<file path="config.mk">
export PLATFORM = sky130hd
export DESIGN_NAME = signed_binary_to_decimal_ascii_flat
export DESIGN_NICKNAME = d
export VERILOG_FILES = /design/src/b2d_pkg.sv /design/src/b2d_if.sv /design/src/b2d_ucode.sv /design/src/b2d_datapath.sv /design/src/signed_binary_to_decimal_ascii.sv /design/src/flat_wrapper.sv
export SDC_FILE = /design/constraint.sdc
export NUM_CORES = 1
export LEC_CHECK = 0
export BUFFER_PORTS_ARGS = -buffer_cell sky130_fd_sc_hd__buf_2
export CORE_MARGIN = 4
export CORE_UTILIZATION = 50
export CTS_BUF_LIST = sky130_fd_sc_hd__clkbuf_16
export CTS_CLUSTER_SIZE = 24
export DETAILED_ROUTE_END_ITERATION = 10
export GPL_ROUTABILITY_DRIVEN = 0
export PLACE_DENSITY = 0.67
export REMOVE_ABC_BUFFERS = 1
export SLEW_MARGIN = 20
export SYNTH_ARGS = -nofsm -noshare
export SYNTH_HDL_FRONTEND = slang
export SYNTH_HIERARCHICAL = 1
export SYNTH_SLANG_ARGS = --single-unit
</file>
<file path="constraint.sdc">
create_clock -name clock -period 7.3 [get_ports clock]
set_input_delay 1.095 -clock clock [delete_from_list [all_inputs] [get_ports clock]]
set_output_delay 1.095 -clock clock [all_outputs]
set_load 0.05 [all_outputs]
</file>
<file path="src/b2d_pkg.sv">
package b2d_pkg;

   localparam int unsigned VALUE_W        = 64;
   localparam int unsigned CHAR_W         = 8;
   localparam int unsigned BIT_CNT_W      = $clog2(VALUE_W);
   localparam int unsigned DEF_MAX_DIGITS = 20;

   localparam logic [CHAR_W-1:0] CHAR_ZERO  = 8'd48;
   localparam logic [CHAR_W-1:0] CHAR_NINE  = 8'd57;
   localparam logic [CHAR_W-1:0] CHAR_MINUS = 8'd45;

   // Double-dabble correction: a BCD digit of five or more gets three added before a shift.
   localparam logic [3:0] DIGIT_ADJ_MIN = 4'd5;
   localparam logic [3:0] DIGIT_ADJ     = 4'd3;

   // Microprogram step addresses.
   typedef logic [2:0] step_type;
   localparam step_type STEP_IDLE  = 3'd0;
   localparam step_type STEP_SHIFT = 3'd1;
   localparam step_type STEP_SCAN  = 3'd2;
   localparam step_type STEP_SIGN  = 3'd3;
   localparam step_type STEP_DIGIT = 3'd4;

   // Jump conditions evaluated by the sequencer.
   typedef enum logic [2:0] {
      COND_ACCEPT    = 3'd0,
      COND_BITS_DONE = 3'd1,
      COND_SCAN_DONE = 3'd2,
      COND_SIGN_DONE = 3'd3,
      COND_LAST_DONE = 3'd4
   } cond_type;

   // Datapath enables carried in each control word.
   typedef struct packed {
      logic accept_en;
      logic shift_en;
      logic scan_en;
      logic sign_en;
      logic digit_en;
   } ctrl_type;

   // Status flags returned from the datapath to the sequencer.
   typedef struct packed {
      logic accept;
      logic bits_done;
      logic scan_done;
      logic sign_done;
      logic last_done;
   } stat_type;

endpackage

</file>
<file path="src/b2d_if.sv">
interface b2d_req_if;
   logic                                valid;
   logic                                ready;
   logic signed [b2d_pkg::VALUE_W-1:0]  value;

   modport source (output valid, output value, input ready);
   modport sink   (input valid, input value, output ready);
endinterface

interface b2d_rsp_if;
   logic                        valid;
   logic                        ready;
   logic [b2d_pkg::CHAR_W-1:0]  text_char;
   logic                        last_char;

   modport source (output valid, output text_char, output last_char, input ready);
   modport sink   (input valid, input text_char, input last_char, output ready);
endinterface

</file>
<file path="src/b2d_ucode.sv">
module b2d_ucode (
   input  logic               clock,
   input  logic               reset,
   input  b2d_pkg::stat_type  stat,
   output b2d_pkg::ctrl_type  ctrl
);
   import b2d_pkg::*;

   typedef struct packed {
      ctrl_type ctrl;
      cond_type cond;
      step_type target;
   } uword_type;

   // The microprogram. Each step holds until its condition is true, then jumps.
   function automatic uword_type ucode_rom(input step_type addr);
      uword_type w;
      begin
         w = '{ctrl: '0, cond: COND_ACCEPT, target: STEP_IDLE};
         unique case (addr)
            STEP_IDLE: begin
               w.ctrl.accept_en = 1'b1;
               w.cond           = COND_ACCEPT;
               w.target         = STEP_SHIFT;
            end
            STEP_SHIFT: begin
               w.ctrl.shift_en = 1'b1;
               w.cond          = COND_BITS_DONE;
               w.target        = STEP_SCAN;
            end
            STEP_SCAN: begin
               w.ctrl.scan_en = 1'b1;
               w.cond         = COND_SCAN_DONE;
               w.target       = STEP_SIGN;
            end
            STEP_SIGN: begin
               w.ctrl.sign_en = 1'b1;
               w.cond         = COND_SIGN_DONE;
               w.target       = STEP_DIGIT;
            end
            STEP_DIGIT: begin
               w.ctrl.digit_en = 1'b1;
               w.cond          = COND_LAST_DONE;
               w.target        = STEP_IDLE;
            end
            default: begin
               w.cond   = COND_BITS_DONE;
               w.target = STEP_IDLE;
            end
         endcase
         return w;
      end
   endfunction

   step_type  pc_ff;
   step_type  pc_in;
   uword_type word;
   logic      cond_true;

   assign word = ucode_rom(pc_ff);
   assign ctrl = word.ctrl;

   always_comb begin
      unique case (word.cond)
         COND_ACCEPT:    cond_true = stat.accept;
         COND_BITS_DONE: cond_true = stat.bits_done;
         COND_SCAN_DONE: cond_true = stat.scan_done;
         COND_SIGN_DONE: cond_true = stat.sign_done;
         COND_LAST_DONE: cond_true = stat.last_done;
         default:        cond_true = 1'b1;
      endcase
      pc_in = cond_true ? word.target : pc_ff;
   end

   always_ff @(posedge clock) begin
      if (reset) begin
         pc_ff <= STEP_IDLE;
      end else begin
         pc_ff <= pc_in;
      end
   end

endmodule

</file>
<file path="src/b2d_datapath.sv">
module b2d_datapath #(
   parameter int unsigned MAX_DIGITS = b2d_pkg::DEF_MAX_DIGITS
) (
   input  logic               clock,
   input  logic               reset,
   input  b2d_pkg::ctrl_type  ctrl,
   output b2d_pkg::stat_type  stat,
   b2d_req_if.sink            req_ch,
   b2d_rsp_if.source          rsp_ch
);
   import b2d_pkg::*;

   localparam int unsigned IDX_W = (MAX_DIGITS > 1) ? $clog2(MAX_DIGITS) : 1;
   localparam logic [IDX_W-1:0] TOP_IDX = IDX_W'(MAX_DIGITS - 1);

   logic [VALUE_W-1:0]   mag_ff, mag_in;
   logic                 neg_ff, neg_in;
   logic [BIT_CNT_W-1:0] bitcnt_ff, bitcnt_in;
   logic [3:0]           bcd_ff [MAX_DIGITS];
   logic [3:0]           bcd_in [MAX_DIGITS];
   logic [3:0]           adj    [MAX_DIGITS];
   logic                 sticky_ff, sticky_in;
   logic [IDX_W-1:0]     idx_ff, idx_in;
   logic                 out_valid_ff, out_valid_in;
   logic [CHAR_W-1:0]    out_char_ff, out_char_in;
   logic                 out_last_ff, out_last_in;

   logic                 accept;
   logic                 out_free;
   logic [3:0]           cur_digit;
   logic                 idx_zero;
   logic [VALUE_W-1:0]   raw;

   assign req_ch.ready     = ctrl.accept_en;
   assign accept           = req_ch.valid && ctrl.accept_en;
   assign raw              = $unsigned(req_ch.value);
   assign out_free         = !out_valid_ff || rsp_ch.ready;
   assign cur_digit        = bcd_ff[idx_ff];
   assign idx_zero         = (idx_ff == '0);

   assign rsp_ch.valid     = out_valid_ff;
   assign rsp_ch.text_char = out_char_ff;
   assign rsp_ch.last_char = out_last_ff;

   assign stat.accept    = accept;
   assign stat.bits_done = (bitcnt_ff == BIT_CNT_W'(VALUE_W - 1));
   assign stat.scan_done = sticky_ff || (cur_digit != 4'd0) || idx_zero;
   assign stat.sign_done = !neg_ff || out_free;
   assign stat.last_done = out_free && idx_zero;

   always_comb begin
      for (int i = 0; i < MAX_DIGITS; i++) begin
         adj[i] = (bcd_ff[i] >= DIGIT_ADJ_MIN) ? (bcd_ff[i] + DIGIT_ADJ) : bcd_ff[i];
      end
   end

   always_comb begin
      mag_in       = mag_ff;
      neg_in       = neg_ff;
      bitcnt_in    = bitcnt_ff;
      bcd_in       = bcd_ff;
      sticky_in    = sticky_ff;
      idx_in       = idx_ff;
      out_valid_in = out_valid_ff && !rsp_ch.ready;
      out_char_in  = out_char_ff;
      out_last_in  = out_last_ff;

      if (accept) begin
         neg_in    = raw[VALUE_W-1];
         mag_in    = raw[VALUE_W-1] ? (~raw + VALUE_W'(1)) : raw;
         bitcnt_in = '0;
         sticky_in = 1'b0;
         idx_in    = TOP_IDX;
         for (int i = 0; i < MAX_DIGITS; i++) begin
            bcd_in[i] = 4'd0;
         end
      end

      if (ctrl.shift_en) begin
         mag_in    = {mag_ff[VALUE_W-2:0], 1'b0};
         bitcnt_in = bitcnt_ff + BIT_CNT_W'(1);
         // A bit leaving the top digit means the value has more digits than the store holds.
         sticky_in = sticky_ff || adj[MAX_DIGITS-1][3];
         for (int i = 0; i < MAX_DIGITS; i++) begin
            if (i == 0) begin
               bcd_in[i] = {adj[i][2:0], mag_ff[VALUE_W-1]};
            end else begin
               bcd_in[i] = {adj[i][2:0], adj[i-1][3]};
            end
         end
      end

      if (ctrl.scan_en && !stat.scan_done) begin
         idx_in = idx_ff - IDX_W'(1);
      end

      if (ctrl.sign_en && neg_ff && out_free) begin
         out_valid_in = 1'b1;
         out_char_in  = CHAR_MINUS;
         out_last_in  = 1'b0;
      end

      if (ctrl.digit_en && out_free) begin
         out_valid_in = 1'b1;
         out_char_in  = CHAR_ZERO + {4'd0, cur_digit};
         out_last_in  = idx_zero;
         if (!idx_zero) begin
            idx_in = idx_ff - IDX_W'(1);
         end
      end
   end

   always_ff @(posedge clock) begin
      if (reset) begin
         out_valid_ff <= 1'b0;
      end else begin
         out_valid_ff <= out_valid_in;
      end
   end

   always_ff @(posedge clock) begin
      mag_ff      <= mag_in;
      neg_ff      <= neg_in;
      bitcnt_ff   <= bitcnt_in;
      bcd_ff      <= bcd_in;
      sticky_ff   <= sticky_in;
      idx_ff      <= idx_in;
      out_char_ff <= out_char_in;
      out_last_ff <= out_last_in;
   end

endmodule

</file>
<file path="src/signed_binary_to_decimal_ascii.sv">
// Channel  Direction  Payload                       Handshake
// req_ch   in         value (signed 64-bit)         valid / ready
// rsp_ch   out        text_char (8-bit), last_char  valid / ready
//
// An item passes through an accept step, a shift-and-add-3 pass over the 64-bit
// magnitude, the leading-digit scan, the sign step and the emitted digits, which share
// the walk down the digit store with the scan.
// Reset is synchronous and active high; it clears the step counter and the output valid.
// A stall on rsp_ch holds the sequencer in its sign or digit step. The next item is
// accepted while the final character still waits in the output register.
module signed_binary_to_decimal_ascii #(
   parameter int unsigned MAX_DIGITS = b2d_pkg::DEF_MAX_DIGITS
) (
   input  logic       clock,
   input  logic       reset,
   b2d_req_if.sink    req_ch,
   b2d_rsp_if.source  rsp_ch
);
   import b2d_pkg::*;

   // The sequencer walks a five-step program: accept, convert, find the leading
   // digit, emit the sign and emit the digits. Each control word enables one part of
   // the datapath, and the datapath reports the flags that the jumps test.
   ctrl_type ctrl;
   stat_type stat;

   b2d_ucode u_ucode (
      .clock (clock),
      .reset (reset),
      .stat  (stat),
      .ctrl  (ctrl)
   );

   // The datapath holds the magnitude shift register, the BCD digit store sized by
   // MAX_DIGITS, the bit counter, the digit index and the output register.
   b2d_datapath #(
      .MAX_DIGITS (MAX_DIGITS)
   ) u_datapath (
      .clock  (clock),
      .reset  (reset),
      .ctrl   (ctrl),
      .stat   (stat),
      .req_ch (req_ch),
      .rsp_ch (rsp_ch)
   );

   // An accepted item always starts the conversion loop in the next cycle.
   a_accept_starts_shift: assert property (@(posedge clock) disable iff (reset)
      (req_ch.valid && req_ch.ready) |=> ctrl.shift_en)
      else $error("conversion did not start after an accepted item");

   // No character is produced while the conversion loop runs.
   a_no_output_in_shift: assert property (@(posedge clock) disable iff (reset)
      (ctrl.shift_en && !rsp_ch.valid) |=> !rsp_ch.valid)
      else $error("character produced during conversion");

   // Every character is a minus sign or a decimal digit.
   a_char_legal: assert property (@(posedge clock) disable iff (reset)
      rsp_ch.valid |-> (rsp_ch.text_char == CHAR_MINUS)
                    || ((rsp_ch.text_char >= CHAR_ZERO) && (rsp_ch.text_char <= CHAR_NINE)))
      else $error("illegal character");

   // The sign never ends an item's text.
   a_minus_not_last: assert property (@(posedge clock) disable iff (reset)
      (rsp_ch.valid && (rsp_ch.text_char == CHAR_MINUS)) |-> !rsp_ch.last_char)
      else $error("minus sign flagged as last character");

endmodule
</file>
<file path="src/flat_wrapper.sv">
// flat-port wrapper written by rule: the top's interface ports become plain ports
module signed_binary_to_decimal_ascii_flat import b2d_pkg::*;
#(
   parameter int unsigned MAX_DIGITS = b2d_pkg::DEF_MAX_DIGITS
)
  (clock, reset, req_ch_valid, req_ch_value, req_ch_ready, rsp_ch_valid, rsp_ch_text_char, rsp_ch_last_char, rsp_ch_ready);
  b2d_req_if req_ch_i ();
  b2d_rsp_if rsp_ch_i ();
  input  logic clock;
  input  logic reset;
  input wire logic [$bits(req_ch_i.valid)-1:0] req_ch_valid;
  input wire logic [$bits(req_ch_i.value)-1:0] req_ch_value;
  output wire logic [$bits(req_ch_i.ready)-1:0] req_ch_ready;
  output wire logic [$bits(rsp_ch_i.valid)-1:0] rsp_ch_valid;
  output wire logic [$bits(rsp_ch_i.text_char)-1:0] rsp_ch_text_char;
  output wire logic [$bits(rsp_ch_i.last_char)-1:0] rsp_ch_last_char;
  input wire logic [$bits(rsp_ch_i.ready)-1:0] rsp_ch_ready;
  assign req_ch_i.valid = req_ch_valid;
  assign req_ch_i.value = req_ch_value;
  assign req_ch_ready = req_ch_i.ready;
  assign rsp_ch_valid = rsp_ch_i.valid;
  assign rsp_ch_text_char = rsp_ch_i.text_char;
  assign rsp_ch_last_char = rsp_ch_i.last_char;
  assign rsp_ch_i.ready = rsp_ch_ready;
  signed_binary_to_decimal_ascii #(.MAX_DIGITS(MAX_DIGITS)) u_core (.clock(clock), .reset(reset), .req_ch(req_ch_i), .rsp_ch(rsp_ch_i));
endmodule
</file>
* Yosys cells after proc, flatten, opt, wreduce, memory -nomap -nowiden
Cells that the tools add are included.
Cells by class: add/subtract/negate cells 24, $mul 0, div/mod/pow operators 0, $lt $le $gt $ge 21, equal/unequal tests 9, shift-type cells 0, mux-type cells 49, bitwise logic cells 2, reductions and logical operators 22
Operators with widths (number):
- $mux 64 | 3
- $mux 80 | 2
- $mux 4 | 22
- $add 4x2->4 const B | 20
- $ge 4x3->1 const B | 20
- $add 64x1->64 const B | 1
- $not 64->64 | 1
- $pmux 6 s5 | 1
- $bmux 4 s5 | 1
- $mux 5 | 4
- $mux 8 | 2
- $eq 3x2->1 const B | 4
- $mux 6 | 2
- $mux 1 | 11
- $add 6x4->7 const A | 1
- $logic_and 1x1->1 | 7
- $add 6x1->6 const B | 1
- $eq 3x1->1 const B | 2
- $eq 3x3->1 const B | 2
- $eq 6x6->1 const B | 1
- $ge 6x6->1 const B | 1
- $logic_not 3->1 | 2
- $not 5->6 | 1
- $logic_not 5->1 | 1
- 6 further kinds | 14
Storage, ports and cells: register bits after elaboration 170, bits in latches 0, memory bits (writable) 0, ROM bits 0, bits of input ports 68, output and inout bits 11, memories kept 0

* Longest topological paths before layout
depth after elaboration 12, depth in mapped cells 12

* Cells and area by module
The synthesis kept the hierarchy.
By module, submodules not included:
- b2d_datapath | times used 1, cells each 1036, area an instance 10349.9 um^2
- b2d_ucode | times used 1, cells each 35, area an instance 295.3 um^2

* Worst setup path before layout
OpenSTA, ideal clock, no wires.
path kind reg-to-reg, start point register u_core.u_ucode.pc_ff[0], end point register u_core/u_datapath/bcd_ff[0] (netlist name), enable pin, library setup time 0.536 ns, data arrival time 5.145 ns, path slack 1.619 ns, cell stages (with the launch flop) 7, clock period less this slack 5.681 ns, path through dfxtp_1 > buf_1 > nor3b_1 > buf_4 > clkbuf_1 > clkbuf_1 > nand2b_1
RTL lines:
- start, declared | RTL line b2d_ucode.sv:55 | step_type pc_ff;
- start signal, assigned | RTL line b2d_ucode.sv:79 | pc_ff <= pc_in;
- end signal, assigned | RTL line b2d_datapath.sv:125 | bcd_ff <= bcd_in;
- end, declared | RTL line b2d_datapath.sv:19 | logic [3:0] bcd_ff [MAX_DIGITS];

==> summary.md <==
| Metric | Value |
|---|---|
| Run status | finished clean |
| Final WL | 22090 um |
| Reg-to-reg endpoint | u_core/u_datapath/mag_ff[45] |
| Initial Util | 50.80% |
| Clock Path Buffers | 2 |
| DIE AREA | 23690 sq um |
| Hold Crit Class | register to register |
| Final Max Tran Viols | 0 |
| Nets | 1231 |
| CP Class | register to register |
| # placed instances | 1375 |
| Met1 Resource Use GR | 27.00% |
| Post-route ant nets | 0 |
| 1st-iter DRT viols | 589 |
| #FFs+latches synth | 167 |
| Cell with the most instances after synthesis | nand2_1 |
| Post-CTS sizing | 0 |
| Synthesized area | 10650 sq um |
| Hold path depth | 2 |
| Worst setup EP type | register |
| R2r worst-path depth | 6 |
| CP bufs+invs | 2 |
| Pre-Repair DR Iteration Count | 5 |
| Worst r2r src | u_core/u_ucode/pc_ff[0] |
| Unrepaired setup endpoints after global routing | false |
| GR peak layer | met2 |
| Layout Skew | 0.01821 ns |
| Power per cell area | 265.4 nW/um^2 |
| Clk root buf | clkbuf_16 |
| Met3 global-route usage | 2.983% |
| DIE HEIGHT | 153.9 um |
| WL/cell | 15.69 um |
| Endpoints failing hold | 0 |
| Static Leak | 4.570 nW |
| Util after Layout | 56.34% |
| CTS tree | yes |
| Drc violations | 0 |
| Non-filler cells, final | 1408 |
| Worst-Skew Late Latency | 0.43 ns |
| PortBufs | 75 |
| DR vias | 7757 |
| Final setup fails | 0 |
| EDFF count, synth | 157 |
| Dominant cell type by area after synthesis | edfxtp_1 |
| Share of the synthesized area in the top cell type | 44.29% |
| Overflow after GRT | 0 |
| Clock sink count | 167 |
| CP dominant cell by count | buf_4 |
| Global-route wire length before repair | 36890 um |
| Area after DPL | 11200 sq um |
| Post-route design area | 11810 sq um |
| Die X | 153.9 um |
| Clock-pin transition on the worst setup and hold timing paths | 0.07 ns |
| # rows | 53 |
| Most common library cells after synthesis | 160 x nand2_1, 157 x edfxtp_1, 89 x o21ai_0 |
| Distinct cell type count after synthesis | 55 |
| Critical path arrival | 3.66 ns |
| Pin count of the biggest net entering global routing | 99 |
| Initial antenna violation count | 0 |
| R2r setup slk | 3.81 ns |
| Ys flop type | edfxtp_1 |
| Sequential area share after synthesis | 46.17% |
| GR Util All Layers | 18.67% |
| Max-Cap Viols | 0 |
| Worst path top cell family by delay | buffers and inverters |
| Critical Path Start Type | register |
| Relative slew slack | 42.67% |
| Async set-reset flop share out of synthesis | 0% |
| Synth Instances | 1071 |
| Worst IR Drop VDD | 0.1377 mV |
| Synth top area cells | edfxtp_1 44%, nand2_1 5.6%, xor2_1 5.3% |
| Hold Buf Count CTS | 0 |
| Worst slew pin tran | 0.8600 ns |
| Hold Startpoint | u_core/u_datapath/mag_ff[0] |
| Setup bufs post-CTS | 0 |
| CTS buffer count | 17 |
| I/O pin count | 79 |
| Synthesis-to-finish area growth | 10.91% |
| Hpwl dp | 15050 um |
| # diodes | 0 |
| Sum Neg Setup Slack | 0 ns |
| CTS H-Tree Depth | 4 |
| Share of cells above drive strength 1 | 11.74% |
| Core area | 20960 sq um |
| Upper clock frequency limit | 286.8 MHz |
| Critical path required time | 7.47 ns |
| Vias in the first global route | 7449 |
| Hold EP | u_core/u_datapath/mag_ff[0] |
| Mapped Avg Cell Area | 9.940 sq um |
| Via density | 5.509 |
| Crit path cell chain | nor3b_2 -> buf_4 -> buf_4 -> nand2b_2 -> a211o_1 -> nand3_1 |
| Tmin final | 3.487 ns |
| Crit share post-route | 47.77% |
| Slowest stage delay, CP | 0.78 ns |
| Yosys warnings | 6 |
| M2 GR Usage | 29.77% |
| Slowest cell on crit path | nand2b_2 |
| Max FO, Critical Path | 98 |
registers in the layout, summed over array words and instances, names as in the netlist:
register / cells
u_core/u_datapath/rsp_ch.text_char: 5
u_core/u_datapath/idx_ff: 5
u_core/u_datapath/rsp_ch.valid: 1
u_core/u_datapath/mag_ff: 64
u_core/u_datapath/sticky_ff: 1
u_core/u_datapath/neg_ff: 1
u_core/u_ucode/pc_ff: 3
u_core/u_datapath/bitcnt_ff: 6
u_core/u_datapath/rsp_ch.last_char: 1
u_core/u_datapath/bcd_ff: 80
cell type report:
| cell class | count | area (sq um) |
|---|---|---|
| sequential | 167 | 4916 |
| fill | 1852 | 9149 |
| multi-input combinational | 802 | 5320 |
| timing repair buffer | 84 | 462.9 |
| tap | 275 | 344.1 |
| clock inverter | 15 | 157.7 |
| clock buffer | 17 | 425.4 |
| inverter | 48 | 180.2 |
per-layer routing:
layer  vias up  share of wire (%)
met5         -                  0
met4         0               0.48
met3         8                3.9
met2       145                 47
met1      3685                 49
li1       3919                  -
worst max-delay path by stage:
stage	startpoint	to	slack, ns	cells after the start
after floorplan	u_core/u_ucode/pc_ff[0]	u_core/u_datapath/bcd_ff[0]	-4.42	2
after global placement	req_ch_value[14]	u_core/u_datapath/mag_ff[58]	3.47	8
after detailed placement	req_ch_value[14]	u_core/u_datapath/mag_ff[58]	3.40	8
after CTS	u_core/u_ucode/pc_ff[0]	u_core/u_datapath/mag_ff[43]	3.72	5
after global routing	u_core/u_ucode/pc_ff[0]	u_core/u_datapath/mag_ff[39]	3.42	5
final	u_core/u_ucode/pc_ff[0]	u_core/u_datapath/mag_ff[45]	3.81	6
layout by cell type, fill, tap and decap left out, types with 13 or more instances in the layout:
cell type  instances
a21boi_0          23
clkbuf_16         17
a22oi_1           13
nor2_1            33
inv_1             48
nand3_1           17
and2_1            51
buf_2             75
nor3b_1           22
o31ai_1           29
ha_1              43
nand2b_1          25
o21ai_0           89
mux2i_1           30
o21ai_1           15
xor2_1            65
a21oi_1           29
xnor2_1           36
nor3_1            15
edfxtp_1         157
nand2_1          160
worst reg2reg max path, stage by stage (launching register included):
cell	delay [ns]
dfxtp_1	0.59
nor3b_2	0.27
buf_4	0.66
buf_4	0.66
nand2b_2	0.80
a211o_1	0.19
nand3_1	0.07
stage by stage:
| stage | hold WS, ns | power [mW] | setup slack [ns] |
|---|---|---|---|
| after floorplan | 0.4366 | 2.059 | -4.415 |
| after global placement | 0.4458 | 2.231 | 3.470 |
| after detailed placement | 0.4571 | 2.257 | 3.405 |
| after CTS | 0.4661 | 3.162 | 3.723 |
| after global routing | 0.4851 | 3.344 | 3.423 |
| final | 0.4651 | 3.133 | 3.813 |
power breakdown:
part	switching [mW]	internal, mW	total (mW)
sequential	0.156	1.32	1.48
combinational	0.444	0.320	0.764
clock	0.409	0.484	0.893
cells by family (layout without fill, tap and decap cells):
group	count (synthesis)	count (layout)	share of synthesized area (%)
adders and majority gates	43	43	5.054
and+or+nand+nor	386	386	18.55
xor gates and xnor gates	101	101	8.310
AOI/OAI and AO/OA	235	235	14.15
buffers and inverters	103	164	4.031
muxes	34	34	3.667
DFF	167	167	46.17
other	2	3	0.07055
(Power assumes the default switching activity.)
